<file path="config.mk">
export PLATFORM = sky130hd
export DESIGN_NAME = acdm_ctrl
export DESIGN_NICKNAME = d
export VERILOG_FILES = /design/src/aho_corasick_dna_matcher_defines.svh /design/src/acdm_pkg.sv /design/src/acdm_ctrl.sv
export SDC_FILE = /design/constraint.sdc
export NUM_CORES = 1
export LEC_CHECK = 0
export ABC_AREA = 1
export BUFFER_PORTS_ARGS = -buffer_cell sky130_fd_sc_hd__buf_2
export CAP_MARGIN = 20
export CORE_AREA = 2 2 39 41
export DETAILED_ROUTE_END_ITERATION = 12
export DIE_AREA = 0 0 41 43
export PLACE_DENSITY = 0.54
export SETUP_SLACK_MARGIN = 0.1
export SYNTH_ARGS = -nofsm -noshare
export SYNTH_HDL_FRONTEND = slang
export SYNTH_SLANG_ARGS = --single-unit
export TNS_END_PERCENT = 20
</file>
<file path="constraint.sdc">
create_clock -name clock -period 1.65 [get_ports clock]
set_input_delay 0.0825 -clock clock [delete_from_list [all_inputs] [get_ports clock]]
set_output_delay 0.0825 -clock clock [all_outputs]
set_load 0.01 [all_outputs]
</file>
<file path="src/aho_corasick_dna_matcher_defines.svh">
// Assertion macros for the Aho-Corasick DNA matcher.
// Used by the top level; expects signals named clock and reset in scope.
`ifndef AHO_CORASICK_DNA_MATCHER_DEFINES_SVH
`define AHO_CORASICK_DNA_MATCHER_DEFINES_SVH

// Same-cycle implication, disabled during reset.
`define ACDM_ASSERT_NOW(label, ante, cons, msg) \
   label: assert property (@(posedge clock) disable iff (reset) (ante) |-> (cons)) \
      else $error(msg);

// Next-cycle implication, disabled during reset.
`define ACDM_ASSERT_NEXT(label, ante, cons, msg) \
   label: assert property (@(posedge clock) disable iff (reset) (ante) |=> (cons)) \
      else $error(msg);

`endif

</file>
<file path="src/acdm_pkg.sv">
// Shared types and constants for the Aho-Corasick DNA matcher.
// No dependencies; used by the interfaces, the controller and the datapath.
`default_nettype none

package acdm_pkg;

   localparam int NODE_COUNT    = 1024;
   localparam int ALPHABET_SIZE = 4;
   localparam int NODE_W        = $clog2(NODE_COUNT);
   localparam int CHILD_W       = NODE_W + 1;
   localparam int STEP_W        = $clog2(NODE_COUNT + 1);
   localparam int HIT_W         = 16;
   localparam int TOTAL_W       = 32;
   localparam int OPCODE_W      = 2;
   localparam int SYM_W         = 2;

   localparam logic [OPCODE_W-1:0] OP_LOAD    = 2'd0;
   localparam logic [OPCODE_W-1:0] OP_SCAN    = 2'd1;
   localparam logic [OPCODE_W-1:0] OP_RESTART = 2'd2;

   // One automaton node as held in the node table; child 0 is A.
   typedef struct packed {
      logic [ALPHABET_SIZE-1:0][CHILD_W-1:0] child;
      logic [NODE_W-1:0]                     failure;
      logic [HIT_W-1:0]                      hits;
   } node_entry_type;

   // Commands from the controller to the datapath.
   typedef struct packed {
      logic load;
      logic restart;
      logic scan_start;
      logic scan_read;
      logic walk_fail;
      logic walk_root;
      logic take_child;
      logic finish;
   } ctl_cmd_type;

   // Status from the datapath to the controller.
   typedef struct packed {
      logic cache_valid;
      logic walk_needed;
      logic limit_hit;
      logic child_present;
      logic rsp_free;
   } dp_sts_type;

endpackage

`default_nettype wire

</file>
<file path="src/acdm_ctrl.sv">
// Controller state machine for the Aho-Corasick DNA matcher.
// Depends on acdm_pkg; drives commands into acdm_datapath.
`default_nettype none

module acdm_ctrl import acdm_pkg::*; (
   input  logic                clock,
   input  logic                reset,
   input  logic                req_valid,
   input  logic [OPCODE_W-1:0] req_opcode,
   output logic                req_ready,
   input  dp_sts_type          sts,
   output ctl_cmd_type         cmd
);

   typedef enum logic [2:0] {
      ST_IDLE   = 3'b001,
      ST_EVAL   = 3'b010,
      ST_FINISH = 3'b100
   } state_type;

   state_type state_ff, state_in;

   always_comb begin
      state_in  = state_ff;
      cmd       = '0;
      req_ready = 1'b0;
      case (state_ff)
         ST_IDLE: begin
            req_ready = 1'b1;
            if (req_valid) begin
               case (req_opcode)
                  OP_LOAD:    cmd.load = 1'b1;
                  OP_RESTART: cmd.restart = 1'b1;
                  OP_SCAN: begin
                     cmd.scan_start = 1'b1;
                     cmd.scan_read  = !sts.cache_valid;
                     state_in       = ST_EVAL;
                  end
                  default: ;
               endcase
            end
         end
         ST_EVAL: begin
            if (sts.walk_needed) begin
               // fall back once the step budget is spent
               if (sts.limit_hit) begin
                  cmd.walk_root = 1'b1;
               end else begin
                  cmd.walk_fail = 1'b1;
               end
            end else begin
               cmd.take_child = sts.child_present;
               state_in       = ST_FINISH;
            end
         end
         ST_FINISH: begin
            if (sts.rsp_free) begin
               cmd.finish = 1'b1;
               state_in   = ST_IDLE;
            end
         end
         default: state_in = ST_IDLE;
      endcase
   end

   always_ff @(posedge clock) begin
      if (reset) begin
         state_ff <= ST_IDLE;
      end else begin
         state_ff <= state_in;
      end
   end

endmodule

`default_nettype wire

</file>
==> results of run 1 <==
## final cells by class
| class | count | area [µm²] |
|---|---|---|
| flip-flops and latches | 3 | 60.1 |
| inverters | 9 | 35.0 |
| fillers | 160 | 997 |
| well taps | 16 | 20.0 |
| multi-input cells | 27 | 155 |
| repair buffers | 18 | 90.1 |
| clock buffers | 4 | 26.3 |
## cells in the mapped netlist (2+ instances only)
library cell / n
nor2_1: 5
a21oi_1: 2
nand2_1: 5
nand3_1: 3
nor3_1: 2
dfxtp_1: 3
nand2_2: 2
inv_1: 7
## cells in the final DEF (no fill, tap or decap)
cell type	synthesis	routed
nand3_1	3	3
nand2_1	5	5
clkbuf_4	0	3
o21ai_1	1	1
nor2_1	5	5
nor4_1	1	1
inv_1	7	7
nor2_4	1	1
nand4_1	1	1
nand3_2	1	1
a21oi_1	2	2
nand2_4	1	1
clkbuf_1	0	1
nor3_1	2	2
inv_2	1	1
buf_2	0	18
nand4_2	1	1
nand2_2	2	2
clkinv_2	1	1
nor3b_1	1	1
dfxtp_1	3	3
## layer usage
layer / GRT usage / vias to the layer above
met3: 0.0628 / 2
met1: 0.0962 / 137
met4: 0.0800 / 0
met5: 0 / -
met2: 0.122 / 9
li1: - / 170
## cells by family (layout without fill, tap and decap cells)
| family | Yosys count | in the layout | synth area share |
|---|---|---|---|
| and+or+nand+nor | 24 | 24 | 0.560 |
| buffers and inverters | 9 | 31 | 0.140 |
| AOI/OAI and AO/OA | 3 | 3 | 0.0600 |
| DFF | 3 | 3 | 0.240 |
## critical path, stage by stage (launching register included)
cell	delay (ns)
dfxtp_1	0.38
nand2_2	0.08
nor2_4	0.18
inv_2	0.06
nor3_1	0.12
buf_2	0.15
## metrics by stage
stage	area [µm²]	setup slack, ns	total power, µW
floorplan	250	0.630	199
global placement	360	0.616	243
detailed placement	360	0.608	243
CTS	387	0.347	381
global route	387	0.228	409
finish	387	0.363	372
## path summary, 6_finish.rpt
check	start	to	slack [ns]	cells past startpoint
max	state_ff[0]	cmd[7]	0.36	5
min	reset	state_ff[1]	0.05	2
max reg2reg	state_ff[0]	state_ff[2]	0.66	7
min reg2reg	state_ff[2]	state_ff[0]	0.66	3
## power breakdown
part	internal [µW]	switching, µW
logic	53.9	90.2
registers	84.4	12.0
clock network	90.8	40.6
==> results.py, run 1 <==
metrics = {
    "clock_network": {
        "clk_latency_ns": 0.23,
        "ctsResizeCount": 0,
        "post_cts_buffers": 0,
        "cts_htree_levels": 1,
        "cts_made_buffers": 3,
        "postCtsHoldBufs": 0,
        "cts_sinks": 3,
        "cts_tree": "done",
        "clockRootBuffer": "clkbuf_4",
        "clock_path_buffers": 2,
        "cts.clk_slew.worst_paths_ns": 0.04,
    },
    "cells_and_area": {
        "drive_gt1_frac": 0.475,
        "final_cells": 77,
        "largestRegisters": "state_ff x3",
        "fin_util": 0.279,
        "num_antenna_cells": 0,
        "largest_register_ffs": 3,
        "regMostFlops": "state_ff",
        "final_nets": 72,
        "area_growth_pct": 54.5,
    },
    "status": {
        "outcome": "finished, final reports clean",
    },
    "synth": {
        "synth_area_um2": 250,
        "synth_edf_count": 0,
        "synth_seq_cells": 3,
        "synth_top_area_frac": 0.240,
        "synth_seq_area_share": 0.240,
        "synth_top_cell_by_area": "dfxtp_1",
        "avgSynthCellArea_um2": 6.42,
        "async_flop_share": 0,
        "yosys_warnings": 0,
        "netlist_instances": 39,
        "synth_area_leaders": "dfxtp_1 24%, inv_1 11%, nand2_1 7.5%, nor2_1 7.5%, nand3_1 6.0%",
        "synth_nets": 49,
        "synth_cell_types": 18,
        "synth_ff_type": "dfxtp_1",
    },
    "timing": {
        "whs_ns": 0.0539,
        "finalClockSkew_ns": 0.00223,
        "slew_viol_final": 0,
        "hold_violations": 0,
        "fin_crit_ns": 1.29,
        "worst_pin_slew_ns": 0.251,
        "rsz0062_at_grt": "no",
        "final.period_utilization": 0.780,
        "slew_headroom": 0.833,
        "tns_ns": 0,
        "setup_viol": 0,
        "fmax_mhz": 777,
    },
    "drt": {
        "dr.pass1.iters": 2,
        "wl_met1_um": 270,
        "wl_met3_um": 52,
        "routedWlPerCell_um": 8.77,
        "top_layer": "met4",
        "vias_per_cell": 4.13,
        "ant_nets": 0,
        "vias": 318,
        "wl_um": 675,
        "first_iter_violations": 2,
        "drc": 0,
        "routed-wl-met2_um": 344,
    },
    "placement": {
        "routabilityCongestion": 0.721,
        "io_buffers": 18,
        "hpwl_um": 560,
        "placed_cells": 73,
    },
    "floorplan": {
        "core_um2": 1380,
        "die_h_um": 43,
        "ios": 19,
        "die_area_um2": 1760,
        "initial_utilization": 0.181,
        "die_w_um": 41,
        "rows": 14,
    },
    "global_routing": {
        "grt_max_degree": 6,
        "grt_use_total": 0.0933,
        "grt_pass1_wl_um": 1030,
        "antenna_found_initial": 0,
        "grt_pass1_vias": 258,
        "grt_overflow": 0,
    },
    "worst_setup_path": {
        "critPathRequiredTime_ns": 1.57,
        "path_class": "reg -> out",
        "worstSetupStartpointType": "flop",
        "end_kind": "output port",
        "path_max_fanout": 5,
        "arrival_ns": 1.20,
    },
    "flow_run": {
        "max-cap-violations": 0,
    },
    "power": {
        "vdd_drop_max_uv": 225,
        "power.leakage_uw": 0.000245,
        "powerDensity_nw_per_um2": 962,
    },
    "worst_hold_path": {
        "min_path_type": "in -> reg",
    },
}
Note: power is estimated with default switching activity, not from simulation.
==> run 2, diff against run 1 <==
PLACE_DENSITY = 0.55   (was 0.54)
clock period = 1.04 ns   (was 1.65 ns; I/O delays follow)
==> run 2 against run 1 <==
  * Sequential cell count did not move
  * Highest routed layer is now met3
  * Clock power rose by 55%
  * The run now ends with negative setup slack left
  * Worst setup slack got worse by 0.52 ns
  * Design area rose by 21%
  * Wire length rose by 11%
  * Die area did not move
==> results.py, run 2 (synthesis gave the netlist of run 1 again) <==
metrics = {
    "status": {
        "outcome": "finished, violations left",
        "violations": "negative setup slack",
    },
    "clock_network": {
        "clock_path_buffers": 2,
        "cts.clk_slew.worst_paths_ns": 0.04,
        "cts_sinks": 3,
        "cts_tree": "done",
        "cts_htree_levels": 1,
        "clockRootBuffer": "clkbuf_4",
        "cts_made_buffers": 3,
        "clk_latency_ns": 0.23,
    },
    "drt": {
        "wl_met3_um": 24,
        "routedWlPerCell_um": 9.02,
        "top_layer": "met3",
        "vias_per_cell": 4.25,
        "vias": 353,
        "drc": 0,
        "wl_met1_um": 295,
        "wl_um": 749,
        "ant_nets": 0,
        "first_iter_violations": 8,
        "dr.pass1.iters": 4,
        "routed-wl-met2_um": 429,
    },
    "power": {
        "p_comb_frac": 0.481,
        "power.leakage_uw": 0.000278,
        "p_int_uw": 444,
        "vdd_drop_max_uv": 571,
        "power_frac_clock": 0.287,
        "p_seq_frac": 0.231,
        "netSwitchingPower_uw": 264,
        "powerDensity_nw_per_um2": 1510,
        "power.share.switching": 0.372,
    },
    "global_routing": {
        "grt_pass1_wl_um": 1160,
        "antenna_found_initial": 0,
        "grt_overflow": 0,
        "grt_pass1_vias": 311,
        "grt_max_degree": 6,
        "grt_use_total": 0.0972,
    },
    "cells_and_area": {
        "final_cells": 83,
        "num_antenna_cells": 0,
        "regMostFlops": "state_ff",
        "area_growth_pct": 87.5,
        "largest_register_ffs": 3,
        "drive_gt1_frac": 0.597,
        "final_nets": 78,
        "regArea_um2": 63.8,
        "multi_input_comb_area_um2": 183,
        "mostFrequentLayoutCells": "18 x buf_2, 7 x inv_1, 5 x nand2_1, 5 x nor2_1, 5 x buf_4",
        "largestRegisters": "state_ff x3",
        "final_common_cell": "buf_2",
        "fillers": 162,
    },
    "timing": {
        "slew_viol_final": 0,
        "fmax_mhz": 834,
        "fin_ws_ns": -0.160,
        "rsz0062_at_grt": "yes",
        "tns_ns": -0.925,
        "fin_crit_ns": 1.20,
        "slew_headroom": 0.853,
        "final.period_utilization": 1.15,
        "worst_pin_slew_ns": 0.218,
        "hold_violations": 0,
        "setup_viol": 10,
        "finalClockSkew_ns": 0.00207,
    },
    "placement": {
        "placed_cells": 73,
        "routabilityCongestion": 0.732,
        "hpwl_um": 517,
        "io_buffers": 18,
        "pre_cts_ws_ns": 0.0285,
    },
    "floorplan": {
        "die_h_um": 43,
        "core_um2": 1380,
        "rows": 14,
        "die_area_um2": 1760,
        "ios": 19,
        "die_w_um": 41,
        "initial_utilization": 0.181,
    },
    "worst_setup_path": {
        "arrival_ns": 1.15,
        "max_stage_delay_ns": 0.33,
        "r2r_slack_ns": -0.08,
        "path_class": "reg -> out",
        "path_cells": "clkinv_4 > nand2_4 > nor2_4 > inv_2 > nor3_2 > buf_2",
        "rr_worst_depth": 8,
        "path_max_fanout": 5,
        "worstSetupStartpointType": "flop",
        "r2r-end": "state_ff[0]",
        "critPathRequiredTime_ns": 0.99,
        "end_kind": "output port",
        "r2r_start": "state_ff[2]",
        "slowest_stage": "dfxtp_2",
    },
    "flow_run": {
        "max-cap-violations": 0,
    },
    "worst_hold_path": {
        "min_path_cells": 3,
        "hold_start": "sts[3]",
        "min_path_type": "in -> reg",
        "worstHoldEndpoint": "state_ff[1]",
    },
}
run 2: power groups by stage:
stage,logic [µW],clock network [µW],registers (µW)
finish,341,203,164
detailed placement,229,0,155
floorplan,165,0,151
global placement,231,0,154
global route,367,227,166
CTS,313,210,164
run 2: cell type report:
class	count	area share
inverter	9	0.0827
multi-input combinational	27	0.389
tap	16	0.0427
timing repair buffer	24	0.293
clock buffer	4	0.0560
sequential	3	0.136
run 2: critical path: cells and delay by family (launching register included):
| family | cells | cell delay, ns |
|---|---|---|
| simple gates | 3 | 0.29 |
| flops | 1 | 0.33 |
| buf+inv | 3 | 0.29 |
run 2: worst max-delay path by stage:
stage	startpoint	to	depth (start not counted)
6_report	state_ff[2]	cmd[7]	6
5_1_grt	state_ff[2]	cmd[7]	6
4_1_cts	state_ff[2]	cmd[7]	6
3_5_place_dp	state_ff[2]	cmd[6]	6
3_3_place_gp	state_ff[0]	cmd[6]	5
2_1_floorplan	state_ff[0]	cmd[6]	4
run 2: timing repair:
item / CTS / global route
hold buffers: 0 / 1
pin swaps: 3 / 1
endpoints found under the setup margin: 12 / 12
endpoints found under the hold margin: 0 / 1
buffers inserted: 4 / 1
gates resized for setup: 8 / 1
run 2: through the flow:
step,area (µm²),utilization,hold WS (ns),power (µW)
floorplan,250,-,0.121,316
global placement,360,0.260,0.250,385
detailed placement,360,0.260,0.248,384
CTS,447,0.323,0.00162,687
global route,469,0.339,0.215,761
finish,469,0.339,0.210,708
run 2: routing by layer:
layer	vias to the layer above	global-route usage
met5	-	0
met4	0	0.0600
met3	0	0.0314
met2	8	0.159
met1	164	0.0990
li1	181	-
